<file path="config.mk">
export PLATFORM = sky130hd
export DESIGN_NAME = heat_plate_stencil_sweep_core
export DESIGN_NICKNAME = d
export VERILOG_FILES = /design/src/hpss_pkg.sv /design/src/heat_plate_stencil_sweep_core.sv /design/src/hpss_tap.sv /design/src/hpss_div.sv
export SDC_FILE = /design/constraint.sdc
export NUM_CORES = 2
export LEC_CHECK = 0
export ABC_AREA = 1
export BUFFER_PORTS_ARGS = -buffer_cell sky130_fd_sc_hd__buf_2
export CORE_ASPECT_RATIO = 1.1
export CORE_MARGIN = 5
export CORE_UTILIZATION = 26
export CTS_BUF_LIST = sky130_fd_sc_hd__clkbuf_8
export DETAILED_ROUTE_END_ITERATION = 12
export HOLD_SLACK_MARGIN = 0.03
export SYNTH_ARGS = -nofsm -noshare
export SYNTH_HDL_FRONTEND = slang
export SYNTH_HIERARCHICAL = 1
export SYNTH_SLANG_ARGS = --single-unit
</file>
<file path="constraint.sdc">
create_clock -name clk -period 22.8 [get_ports clk]
set_input_delay 2.28 -clock clk [delete_from_list [all_inputs] [get_ports clk]]
set_output_delay 2.28 -clock clk [all_outputs]
set_load 0.005 [all_outputs]
</file>
<file path="src/hpss_pkg.sv">
package hpss_pkg;

    localparam int TEMP_W      = 24;
    localparam int LIMIT_W     = 23;
    localparam int POS_W       = 6;
    localparam int SUM_W       = 27;
    localparam int CNT_W       = 3;
    localparam int REM_W       = 4;
    localparam int RECIP_SHIFT = 27;
    localparam int RECIP_W     = 26;
    localparam int PROD_W      = SUM_W + RECIP_W;

    // Stencil term counts
    localparam logic [CNT_W-1:0] TERMS3 = 3'd3;
    localparam logic [CNT_W-1:0] TERMS4 = 3'd4;
    localparam logic [CNT_W-1:0] TERMS5 = 3'd5;

    // floor(2^RECIP_SHIFT / n)
    localparam logic [RECIP_W-1:0] RECIP3 = RECIP_W'((1 << RECIP_SHIFT) / 3);
    localparam logic [RECIP_W-1:0] RECIP4 = RECIP_W'((1 << RECIP_SHIFT) / 4);
    localparam logic [RECIP_W-1:0] RECIP5 = RECIP_W'((1 << RECIP_SHIFT) / 5);

    // Register indexes
    localparam logic CFG_HEATER = 1'b0;
    localparam logic CFG_LIMIT  = 1'b1;

    typedef logic signed [TEMP_W-1:0] temp_t;

    typedef struct packed {
        logic [POS_W-1:0] row;
        logic [POS_W-1:0] col;
        logic             last;
    } hpss_meta_t;

    function automatic logic [RECIP_W-1:0] recip(input logic [CNT_W-1:0] n);
        logic [RECIP_W-1:0] m;
        case (n)
            TERMS3:  m = RECIP3;
            TERMS4:  m = RECIP4;
            default: m = RECIP5;
        endcase
        return m;
    endfunction

    // Offset a signed value by 2^23 so that sums stay non-negative.
    function automatic logic [SUM_W-1:0] biased(input temp_t v);
        return SUM_W'({~v[TEMP_W-1], v[TEMP_W-2:0]});
    endfunction

endpackage

</file>
<file path="src/heat_plate_stencil_sweep_core.sv">
// Channel  Signals                                              Direction
// in       in_valid, in_ready, old_temp                         into block
// out      out_valid, out_ready, new_temp, cell_row, cell_col,  out of block
//          sweep_last, settled, largest_change
// cfg      cfg_valid, cfg_ready, cfg_index, cfg_data            into block
//
// One cell per cycle is taken while a sweep runs and out is not stalled; the result
// of a transfer passes the sum, divider estimate, quotient, change and output
// registers. After the last cell of a sweep, in_ready stays low while the final
// row drains out of the tap chain of 2*COLS cells.
// Reset clears the position counters, pipeline valids, running maximum and
// both registers. A stall on out holds the whole pipeline and the tap chain.
module heat_plate_stencil_sweep_core #(
    parameter int ROWS = 8,
    parameter int COLS = 8
) (
    input  logic                          clk,
    input  logic                          rst_n,
    input  logic                          in_valid,
    output logic                          in_ready,
    input  hpss_pkg::temp_t               old_temp,
    output logic                          out_valid,
    input  logic                          out_ready,
    output hpss_pkg::temp_t               new_temp,
    output logic [hpss_pkg::POS_W-1:0]    cell_row,
    output logic [hpss_pkg::POS_W-1:0]    cell_col,
    output logic                          sweep_last,
    output logic                          settled,
    output logic [hpss_pkg::TEMP_W-1:0]   largest_change,
    input  logic                          cfg_valid,
    output logic                          cfg_ready,
    input  logic                          cfg_index,
    input  logic [hpss_pkg::TEMP_W-1:0]   cfg_data
);
    import hpss_pkg::*;

    localparam int RW   = $clog2(ROWS);
    localparam int CW   = $clog2(COLS);
    localparam int TAPS = 2 * COLS;

    logic [RW-1:0]      in_row_reg;
    logic [CW-1:0]      in_col_reg;
    logic               flush_reg;
    temp_t              heater_reg;
    logic [LIMIT_W-1:0] limit_reg;

    temp_t              tap_q [TAPS];

    logic               adv;
    logic               in_xfer;
    logic               step;
    logic [RW-1:0]      row_e;
    logic [CW-1:0]      col_e;
    logic               has_above;
    logic               has_below;
    logic               has_left;
    logic               has_right;
    logic               has_heater;
    logic [SUM_W-1:0]   sum_next;
    logic [CNT_W-1:0]   terms_next;
    hpss_meta_t         meta_next;

    logic               v1_reg, v2_reg, v3_reg, v4_reg;
    logic [SUM_W-1:0]   sum1_reg;
    logic [CNT_W-1:0]   terms1_reg;
    temp_t              mid1_reg, mid2_reg, mid3_reg;
    hpss_meta_t         meta1_reg, meta2_reg, meta3_reg, meta4_reg;

    logic [TEMP_W-1:0]  quot;
    temp_t              new3;
    logic [TEMP_W:0]    diff_up;
    logic [TEMP_W:0]    diff_dn;
    logic [TEMP_W-1:0]  chg_next;
    temp_t              new4_reg;
    logic [TEMP_W-1:0]  chg4_reg;

    logic [TEMP_W-1:0]  max_reg;
    logic [TEMP_W-1:0]  run_max;
    logic               out_valid_reg;
    temp_t              new_temp_reg;
    hpss_meta_t         out_meta_reg;
    logic               settled_reg;
    logic [TEMP_W-1:0]  largest_reg;

    // The whole pipeline moves together; it halts only on a held result.
    assign adv      = !out_valid_reg || out_ready;
    assign in_ready = adv && !flush_reg;
    assign in_xfer  = in_valid && in_ready;
    assign step     = in_xfer || (adv && flush_reg);

    assign cfg_ready = 1'b1;

    // Tap chain: tap_q[0] holds the newest cell.
    for (genvar k = 0; k < TAPS; k++)
    begin : g_tap
        if (k == 0)
        begin : g_head
            hpss_tap u_tap (
                .clk   (clk),
                .shift (step),
                .din   (old_temp),
                .dout  (tap_q[k])
            );
        end
        else
        begin : g_body
            hpss_tap u_tap (
                .clk   (clk),
                .shift (step),
                .din   (tap_q[k-1]),
                .dout  (tap_q[k])
            );
        end
    end

    // Normal transfer at (r, c) updates (r-1, c); a flush step updates the last row.
    assign row_e      = flush_reg ? RW'(ROWS - 1) : in_row_reg - RW'(1);
    assign col_e      = in_col_reg;
    assign has_above  = (row_e != '0);
    assign has_below  = !flush_reg;
    assign has_left   = (col_e != '0);
    assign has_right  = (col_e != CW'(COLS - 1));
    assign has_heater = (row_e == RW'(1)) && (col_e == '0);

    always_comb
    begin
        sum_next = biased(tap_q[COLS-1])
                 + (has_above  ? biased(tap_q[TAPS-1]) : '0)
                 + (has_below  ? biased(old_temp)      : '0)
                 + (has_left   ? biased(tap_q[COLS])   : '0)
                 + (has_right  ? biased(tap_q[COLS-2]) : '0)
                 + (has_heater ? biased(heater_reg)    : '0);
        terms_next = CNT_W'(1) + CNT_W'(has_above) + CNT_W'(has_below)
                   + CNT_W'(has_left) + CNT_W'(has_right) + CNT_W'(has_heater);
        meta_next.row  = POS_W'(row_e);
        meta_next.col  = POS_W'(col_e);
        meta_next.last = flush_reg && (col_e == CW'(COLS - 1));
    end

    hpss_div u_div (
        .clk   (clk),
        .en    (adv),
        .num   (sum1_reg),
        .terms (terms1_reg),
        .quot  (quot)
    );

    // Remove the 2^23 bias of the quotient.
    assign new3     = {~quot[TEMP_W-1], quot[TEMP_W-2:0]};
    assign diff_up  = {new3[TEMP_W-1], new3} - {mid3_reg[TEMP_W-1], mid3_reg};
    assign diff_dn  = {mid3_reg[TEMP_W-1], mid3_reg} - {new3[TEMP_W-1], new3};
    assign chg_next = diff_up[TEMP_W] ? diff_dn[TEMP_W-1:0] : diff_up[TEMP_W-1:0];

    assign run_max = (chg4_reg > max_reg) ? chg4_reg : max_reg;

    // Position counters and flush control
    always_ff @(posedge clk or negedge rst_n)
    begin
        if (!rst_n)
        begin
            in_row_reg <= '0;
            in_col_reg <= '0;
            flush_reg  <= 1'b0;
        end
        else if (step)
        begin
            if (in_col_reg == CW'(COLS - 1))
            begin
                in_col_reg <= '0;
                if (flush_reg)
                begin
                    flush_reg <= 1'b0;
                end
                else if (in_row_reg == RW'(ROWS - 1))
                begin
                    in_row_reg <= '0;
                    flush_reg  <= 1'b1;
                end
                else
                begin
                    in_row_reg <= in_row_reg + RW'(1);
                end
            end
            else
            begin
                in_col_reg <= in_col_reg + CW'(1);
            end
        end
    end

    always_ff @(posedge clk or negedge rst_n)
    begin
        if (!rst_n)
        begin
            heater_reg <= '0;
            limit_reg  <= '0;
        end
        else if (cfg_valid && cfg_ready)
        begin
            unique case (cfg_index)
                CFG_HEATER: heater_reg <= temp_t'(cfg_data);
                CFG_LIMIT:  limit_reg  <= cfg_data[LIMIT_W-1:0];
                default:    limit_reg  <= limit_reg;
            endcase
        end
    end

    // Pipeline valids and running maximum
    always_ff @(posedge clk or negedge rst_n)
    begin
        if (!rst_n)
        begin
            v1_reg        <= 1'b0;
            v2_reg        <= 1'b0;
            v3_reg        <= 1'b0;
            v4_reg        <= 1'b0;
            out_valid_reg <= 1'b0;
            max_reg       <= '0;
        end
        else if (adv)
        begin
            v1_reg        <= step && (flush_reg || (in_row_reg != '0));
            v2_reg        <= v1_reg;
            v3_reg        <= v2_reg;
            v4_reg        <= v3_reg;
            out_valid_reg <= v4_reg;
            if (v4_reg)
            begin
                max_reg <= meta4_reg.last ? '0 : run_max;
            end
        end
    end

    // Pipeline payload
    always_ff @(posedge clk)
    begin
        if (adv)
        begin
            sum1_reg     <= sum_next;
            terms1_reg   <= terms_next;
            mid1_reg     <= tap_q[COLS-1];
            meta1_reg    <= meta_next;
            mid2_reg     <= mid1_reg;
            meta2_reg    <= meta1_reg;
            mid3_reg     <= mid2_reg;
            meta3_reg    <= meta2_reg;
            new4_reg     <= new3;
            chg4_reg     <= chg_next;
            meta4_reg    <= meta3_reg;
            new_temp_reg <= new4_reg;
            out_meta_reg <= meta4_reg;
            largest_reg  <= run_max;
            settled_reg  <= meta4_reg.last && (run_max < TEMP_W'(limit_reg));
        end
    end

    assign out_valid      = out_valid_reg;
    assign new_temp       = new_temp_reg;
    assign cell_row       = out_meta_reg.row;
    assign cell_col       = out_meta_reg.col;
    assign sweep_last     = out_meta_reg.last;
    assign settled        = settled_reg;
    assign largest_change = largest_reg;

endmodule

</file>
<file path="src/hpss_tap.sv">
module hpss_tap (
    input  logic            clk,
    input  logic            shift,
    input  hpss_pkg::temp_t din,
    output hpss_pkg::temp_t dout
);
    import hpss_pkg::*;

    temp_t value_reg;

    always_ff @(posedge clk)
    begin
        if (shift)
        begin
            value_reg <= din;
        end
    end

    assign dout = value_reg;

endmodule

</file>
<file path="src/hpss_div.sv">
module hpss_div (
    input  logic                         clk,
    input  logic                         en,
    input  logic [hpss_pkg::SUM_W-1:0]   num,
    input  logic [hpss_pkg::CNT_W-1:0]   terms,
    output logic [hpss_pkg::TEMP_W-1:0]  quot
);
    import hpss_pkg::*;

    logic [PROD_W-1:0] prod;
    logic [TEMP_W-1:0] est_reg;
    logic [REM_W-1:0]  num_lo_reg;
    logic [CNT_W-1:0]  terms_reg;
    logic [REM_W-1:0]  rem;
    logic              bump;
    logic [TEMP_W-1:0] quot_reg;
    logic [TEMP_W-1:0] quot_next;

    assign prod = PROD_W'(num) * PROD_W'(recip(terms));

    // Estimate is exact or one low; the true remainder is below 2n, so four bits do.
    assign rem       = num_lo_reg - est_reg[REM_W-1:0] * REM_W'(terms_reg);
    assign bump      = (rem >= REM_W'(terms_reg));
    assign quot_next = est_reg + TEMP_W'(bump);

    always_ff @(posedge clk)
    begin
        if (en)
        begin
            est_reg    <= prod[RECIP_SHIFT+TEMP_W-1:RECIP_SHIFT];
            num_lo_reg <= num[REM_W-1:0];
            terms_reg  <= terms;
            quot_reg   <= quot_next;
        end
    end

    assign quot = quot_reg;

endmodule

</file>
# After elaboration in Yosys (flattened, before gate mapping)
# Cells that the tools add are included.
[word_totals]
elab_cells = 128
mem_count = 0
mem_bits_ro = 0
ramBits = 0
input_bits = 54
latch_bits = 0
register_bits = 756
out_inout_bits = 65
[classes]
n_shift = 0
n_addsub = 17
n_mul = 2
n_bitwise = 9
div_mod_pow = 0
order_cmp = 3
reduce_logical = 21
n_eq_ne = 6
muxes = 14
[ops]
columns = ["operator", "n"]
rows = [
  ["24-bit 2-to-1 mux", 8],
  ["27-bit by 24-bit adder with 27-bit output", 2],
  ["26-bit one-hot mux with 2 select lines", 1],
  ["27-bit by 26-bit multiplier with 51-bit output", 1],
  ["26-bit by 24-bit adder with 27-bit output", 1],
  ["25-bit by 24-bit adder with 26-bit output", 1],
  ["24-bit by 24-bit adder with 25-bit output", 1],
  ["24-bit by 24-bit subtractor with 25-bit output", 1],
  ["24-bit by 1-bit adder with 24-bit output", 1],
  ["24-bit > comparator", 1],
  ["24-bit by 23-bit less-than comparator with 1-bit output", 1],
  ["24-bit subtractor", 1],
  ["3-bit by 1-bit adder with 3-bit output", 3],
  ["3-bit == test, second input constant", 3],
  ["3-bit 2-to-1 mux", 3],
  ["1-bit NOT", 9],
  ["3-bit nonzero test", 3],
  ["2-bit AND reduction", 4],
  ["1-bit logical AND", 7],
  ["3-bit by 1-bit adder with 3-bit output, second input constant", 2],
  ["4-bit by 3-bit greater-or-equal comparator with 1-bit output", 1],
  ["4-bit by 3-bit multiplier with 4-bit output", 1],
  ["4-bit subtractor", 1],
  ["2-bit by 1-bit adder with 3-bit output", 1],
  ["10 further kinds", 14],
]

# Depth between registers and ports, before layout
[logic_depth]
depth_word = 9
depth_mapped = 35

# Hierarchy
# Netlist, hierarchy kept.
[by_module_without_submodules]
columns = ["module", "seq_area_each_um2", "instances", "area_each_um2", "cells_per_inst"]
rows = [
  ["hpss_div", 1651.6, 1, 19645.1, 2277],
  ["heat_plate_stencil_sweep_core", 9103.7, 1, 18526.5, 1855],
  ["hpss_tap", 720.7, 16, 720.7, 24],
]

# Least setup slack after synthesis
# No wires, ideal clock.
[synth_path]
kind = "input -> register"
from = "input out_ready"
to = "register in_row_reg[2]"
t_required_ns = 22.683
stages = 9
setup_ns = 0.117
arrival_ns = 18.122
path_slack_ns = 4.561
cell_sequence = "nor2_1 -> inv_1 -> o21ai_0 -> inv_1 -> nand2_1 -> nor2_1 -> inv_1 -> nand2_1 -> nand2_1"
[synth_via]
elab_chain_len = 5
word_cells_on_any_way = 6
[synth_rtl]
columns = ["element", "line", "rtl"]
rows = [
  ["start, declared", "heat_plate_stencil_sweep_core.sv:23", "input logic out_ready,"],
  ["1-bit logical OR (*)", "heat_plate_stencil_sweep_core.sv:86", "assign adv = !out_valid_reg || out_ready;"],
  ["via adv", "heat_plate_stencil_sweep_core.sv:49", "logic adv;"],
  ["1-bit logical AND", "heat_plate_stencil_sweep_core.sv:87", "assign in_ready = adv && !flush_reg;"],
  ["1-bit logical AND", "heat_plate_stencil_sweep_core.sv:88", "assign in_xfer = in_valid && in_ready;"],
  ["1-bit logical OR (*)", "heat_plate_stencil_sweep_core.sv:89", "assign step = in_xfer || (adv && flush_reg);"],
  ["via step", "heat_plate_stencil_sweep_core.sv:51", "logic step;"],
  ["3-bit AND reduction (no source line) (*)", "--", ""],
  ["end signal, assigned", "heat_plate_stencil_sweep_core.sv:181", "in_row_reg <= in_row_reg + RW'(1);"],
  ["end, declared", "heat_plate_stencil_sweep_core.sv:41", "logic [RW-1:0] in_row_reg;"],
]
# The timed path passes the listed nets; every way through them passes the cells marked *.
# A chain may end at the register's enable or synchronous reset.

# Worst setup path in the final report
[layout_path]
from = "register terms1_reg[0]"
to = "register u_div.est_reg[1], data pin"
[layout_via]
elab_chain_len = 3
word_cells_on_any_way = 4
[layout_rtl]
columns = ["element", "line", "rtl"]
rows = [
  ["start, declared", "heat_plate_stencil_sweep_core.sv:65", "logic [CNT_W-1:0] terms1_reg;"],
  ["start signal, assigned", "heat_plate_stencil_sweep_core.sv:240", "terms1_reg <= terms_next;"],
  ["3-bit == test / 3-bit by 2-bit == test with 1-bit output (equally long branches)", "hpss_pkg.sv:37", "case (n)"],
  ["26-bit one-hot mux with 2 select lines (*)", "hpss_pkg.sv:37", ""],
  ["27-bit by 26-bit multiplier with 51-bit output (*)", "hpss_div.sv:19", "assign prod = PROD_W'(num) * PROD_W'(recip(terms));"],
  ["via u_div.prod[28]", "hpss_div.sv:10", "logic [PROD_W-1:0] prod;"],
  ["end signal, assigned", "hpss_div.sv:30", "est_reg <= prod[RECIP_SHIFT+TEMP_W-1:RECIP_SHIFT];"],
  ["end, declared", "hpss_div.sv:11", "logic [TEMP_W-1:0] est_reg;"],
]
# Marks and branches as above.

==> impl_results.md <==
- Max reg flops: 360
- Status: finished, final reports clean
- CORE AREA: 190000 sq um
- Setup Fix Bufs, Post-CTS: 0
- Max_cap viols: 0
- Yosys cell types: 55
- Worst path required time: 23.38 ns
- Sequential share of the synthesized area: 44.8%
- Post-cts resize count: 0
- Final-report hold violation count: 0
- Crit path buf inv count: 8
- Area share of the largest cell type after synthesis: 40.7%
- Top cells by area, synth: edfxtp_1 (41%), fa_1 (20%), ha_1 (10%), inv_1 (9.0%), nand2_1 (4.3%)
- EDFF count, synth: 673
- TritonCTS Sinks: 756
- Largest net degree at the start of global routing: 159
- Initial core utilization: 26.1%
- Cts hold-fix bufs: 0
- Ys flop type: edfxtp_1
- Final Util: 29.4%
- Most frequent CP cell: fa_1
- R2R Setup Slk: ~15 ns
- Post-Route WL: 136000 um
- Iteration-0 DRC Markers: between 2000 and 3000
- Vias in the first global route: 32700
- Slowest CP cell: fa_1
- Area grow syn2layout: 12.7%
- Mapped Cells: roughly 4500
- CP max FO: 32
- Unrepaired setup endpoints after global routing: false
- Clk_lat worst skew: 0.83 ns
- Actual slew at the worst max-slew pin: 1.14 ns
- Endpoints failing setup: 0
- GP Congestion: 0.963
- WS Path Type: reg2reg
- GRT Total Usage: 13.5%
- # H-tree levels: 4
- Avg WL per Cell: 18.4 um
- I/O Pins: 119
- Area leader, netlist: edfxtp_1
- Critical path arrival: 8.18 ns
- DRC violations left: 0
- Upper clock frequency limit: about 130 MHz
- Chip Width: about 430 um
- Clk buf depth: 3
- IO buf count: 111
- Setup Skew: 0.0514 ns
- Global-route wire length before repair: 202000 um
- Grt ovf: 0
- Slew HR: 23.8%
- CTS root buf: clkbuf_8
- Via density: about 4.2
- Num CTS Buffers: 130
- CTS tree: done
- Layout cells sized above 1: ~7.2%
- Row cnt: around 170
- DIE HEIGHT: 469 um
- Syn avg cell area: 11.0 sq um
- Slew Limit Fails: 0
- Final #Nets: 5678
- Final ANT Viol Nets: 0
- Cell Area, Placed: 53400 sq um
- Design area: roughly 56000 sq um
- Drt first pass iters: 7
- Count leader, synth: inv_1
- Reg clk slew, reported paths: around 0.060 ns
- Final HPWL DP: 112000 um
- Setup TNS: 0 ns
- Hold WC Path Type: reg2reg
- #FFs+latches synth: ~760
- Cell family with most CP delay: adder cells
- Top post-synthesis cells by count: inv_1 (1197), edfxtp_1 (673), nand2_1 (569), fa_1 (501), ha_1 (399)
- Vias: approximately 31000
- Final Critical Period: 7.60 ns
- Die area: 200000 sq um
- Async SR Flop Fraction: 11.0%
- Final Cycle Share: 33.3%
- Antenna violations before repair: 8
- Mapped cell area: around 50000 sq um
- Slowest stage delay, CP: 0.59 ns
- CP endpoint kind: flop
- Kind of start point of the critical path: flop
- Yosys warns: 6
## per-layer routing
| metal | wire (um) | GRT usage, % | part of all wire, % |
|---|---|---|---|
| met4 | 5460 | 5.48 | 4.0 |
| met5 | 13 | 0 | 0.0096 |
| met3 | 6840 | 2.33 | 5.0 |
| met2 | 64200 | 22.2 | 47 |
| met1 | 59300 | 17.7 | 44 |
## placed cells by master, fill, tap and decap left out, types with 8 or more instances in the layout
cell / Yosys / routed
xnor2_1: 35 / 35
inv_1: 1197 / 1228
o21ai_1: 11 / 11
nor2_1: 318 / 316
nand4_1: 30 / 30
o21bai_1: 10 / 10
nor3_1: 12 / 12
nand2_1: 569 / 569
clkinv_2: 0 / 14
a21o_1: 14 / 14
clkinv_1: 2 / 26
nand3_1: 77 / 77
dfrtp_1: 83 / 83
ha_1: 399 / 399
o21a_1: 8 / 8
xor2_1: 65 / 65
o21ai_0: 187 / 187
clkbuf_8: 0 / 143
edfxtp_1: 673 / 673
buf_4: 8 / 21
bufinv_16: 0 / 8
buf_2: 9 / 110
a21oi_1: 185 / 185
fa_1: 501 / 501
## worst paths after layout
check	start	endpoint	cells past startpoint
max in group asynchronous	rst_n	heater_reg[4]	2
max reg2reg	terms1_reg[0]	u_div/est_reg[1]	25
min	g_tap[1].g_body.u_tap/dout[12]	g_tap[2].g_body.u_tap/dout[12]	0
min reg2reg	g_tap[1].g_body.u_tap/dout[12]	g_tap[2].g_body.u_tap/dout[12]	0
min in group asynchronous	rst_n	max_reg[11]	1
max	terms1_reg[0]	u_div/est_reg[1]	25
## kinds of logic (layout without fill, tap and decap cells)
group                      Yosys count  in the layout  share of synthesized area [%]
AOI/OAI and AO/OA                  450            450                           4.89
xor gates and xnor gates           100            100                           1.76
adders and majority gates          900            900                           30.2
buffers and inverters             1261           1568                           9.64
DFF                                756            756                           44.8
muxes                                2              2                         0.0428
other                                2             12                         0.0151
and+or+nand+nor                   1045           1045                           8.59
## metrics by stage
stage | hold WS, ns | instances | worst slack (ns)
final | 0.398 | 7383 | 15.20
after global routing | 0.397 | 7380 | 14.94
after CTS | 0.396 | 7378 | 15.18
after detailed placement | 0.405 | 7142 | 15.18
after global placement | 0.401 | 7142 | 15.15
after floorplan | 0.400 | 4521 | 4.56
## cell type report
class / count / area, sq um
antenna: 5 / 12.5
clock buffer: 143 / 1970
clock inverter: 93 / 674
fill: 19700 / 134000
inverter: 1201 / 4520
multi-input combinational: 2504 / 22700
sequential: 756 / 22300
tap: 2550 / 3190
timing repair buffer: 131 / 708
Power is left out: the tool's default activity adds up to more than one toggle a clock period on the data nets, which glitch-free logic cannot reach.
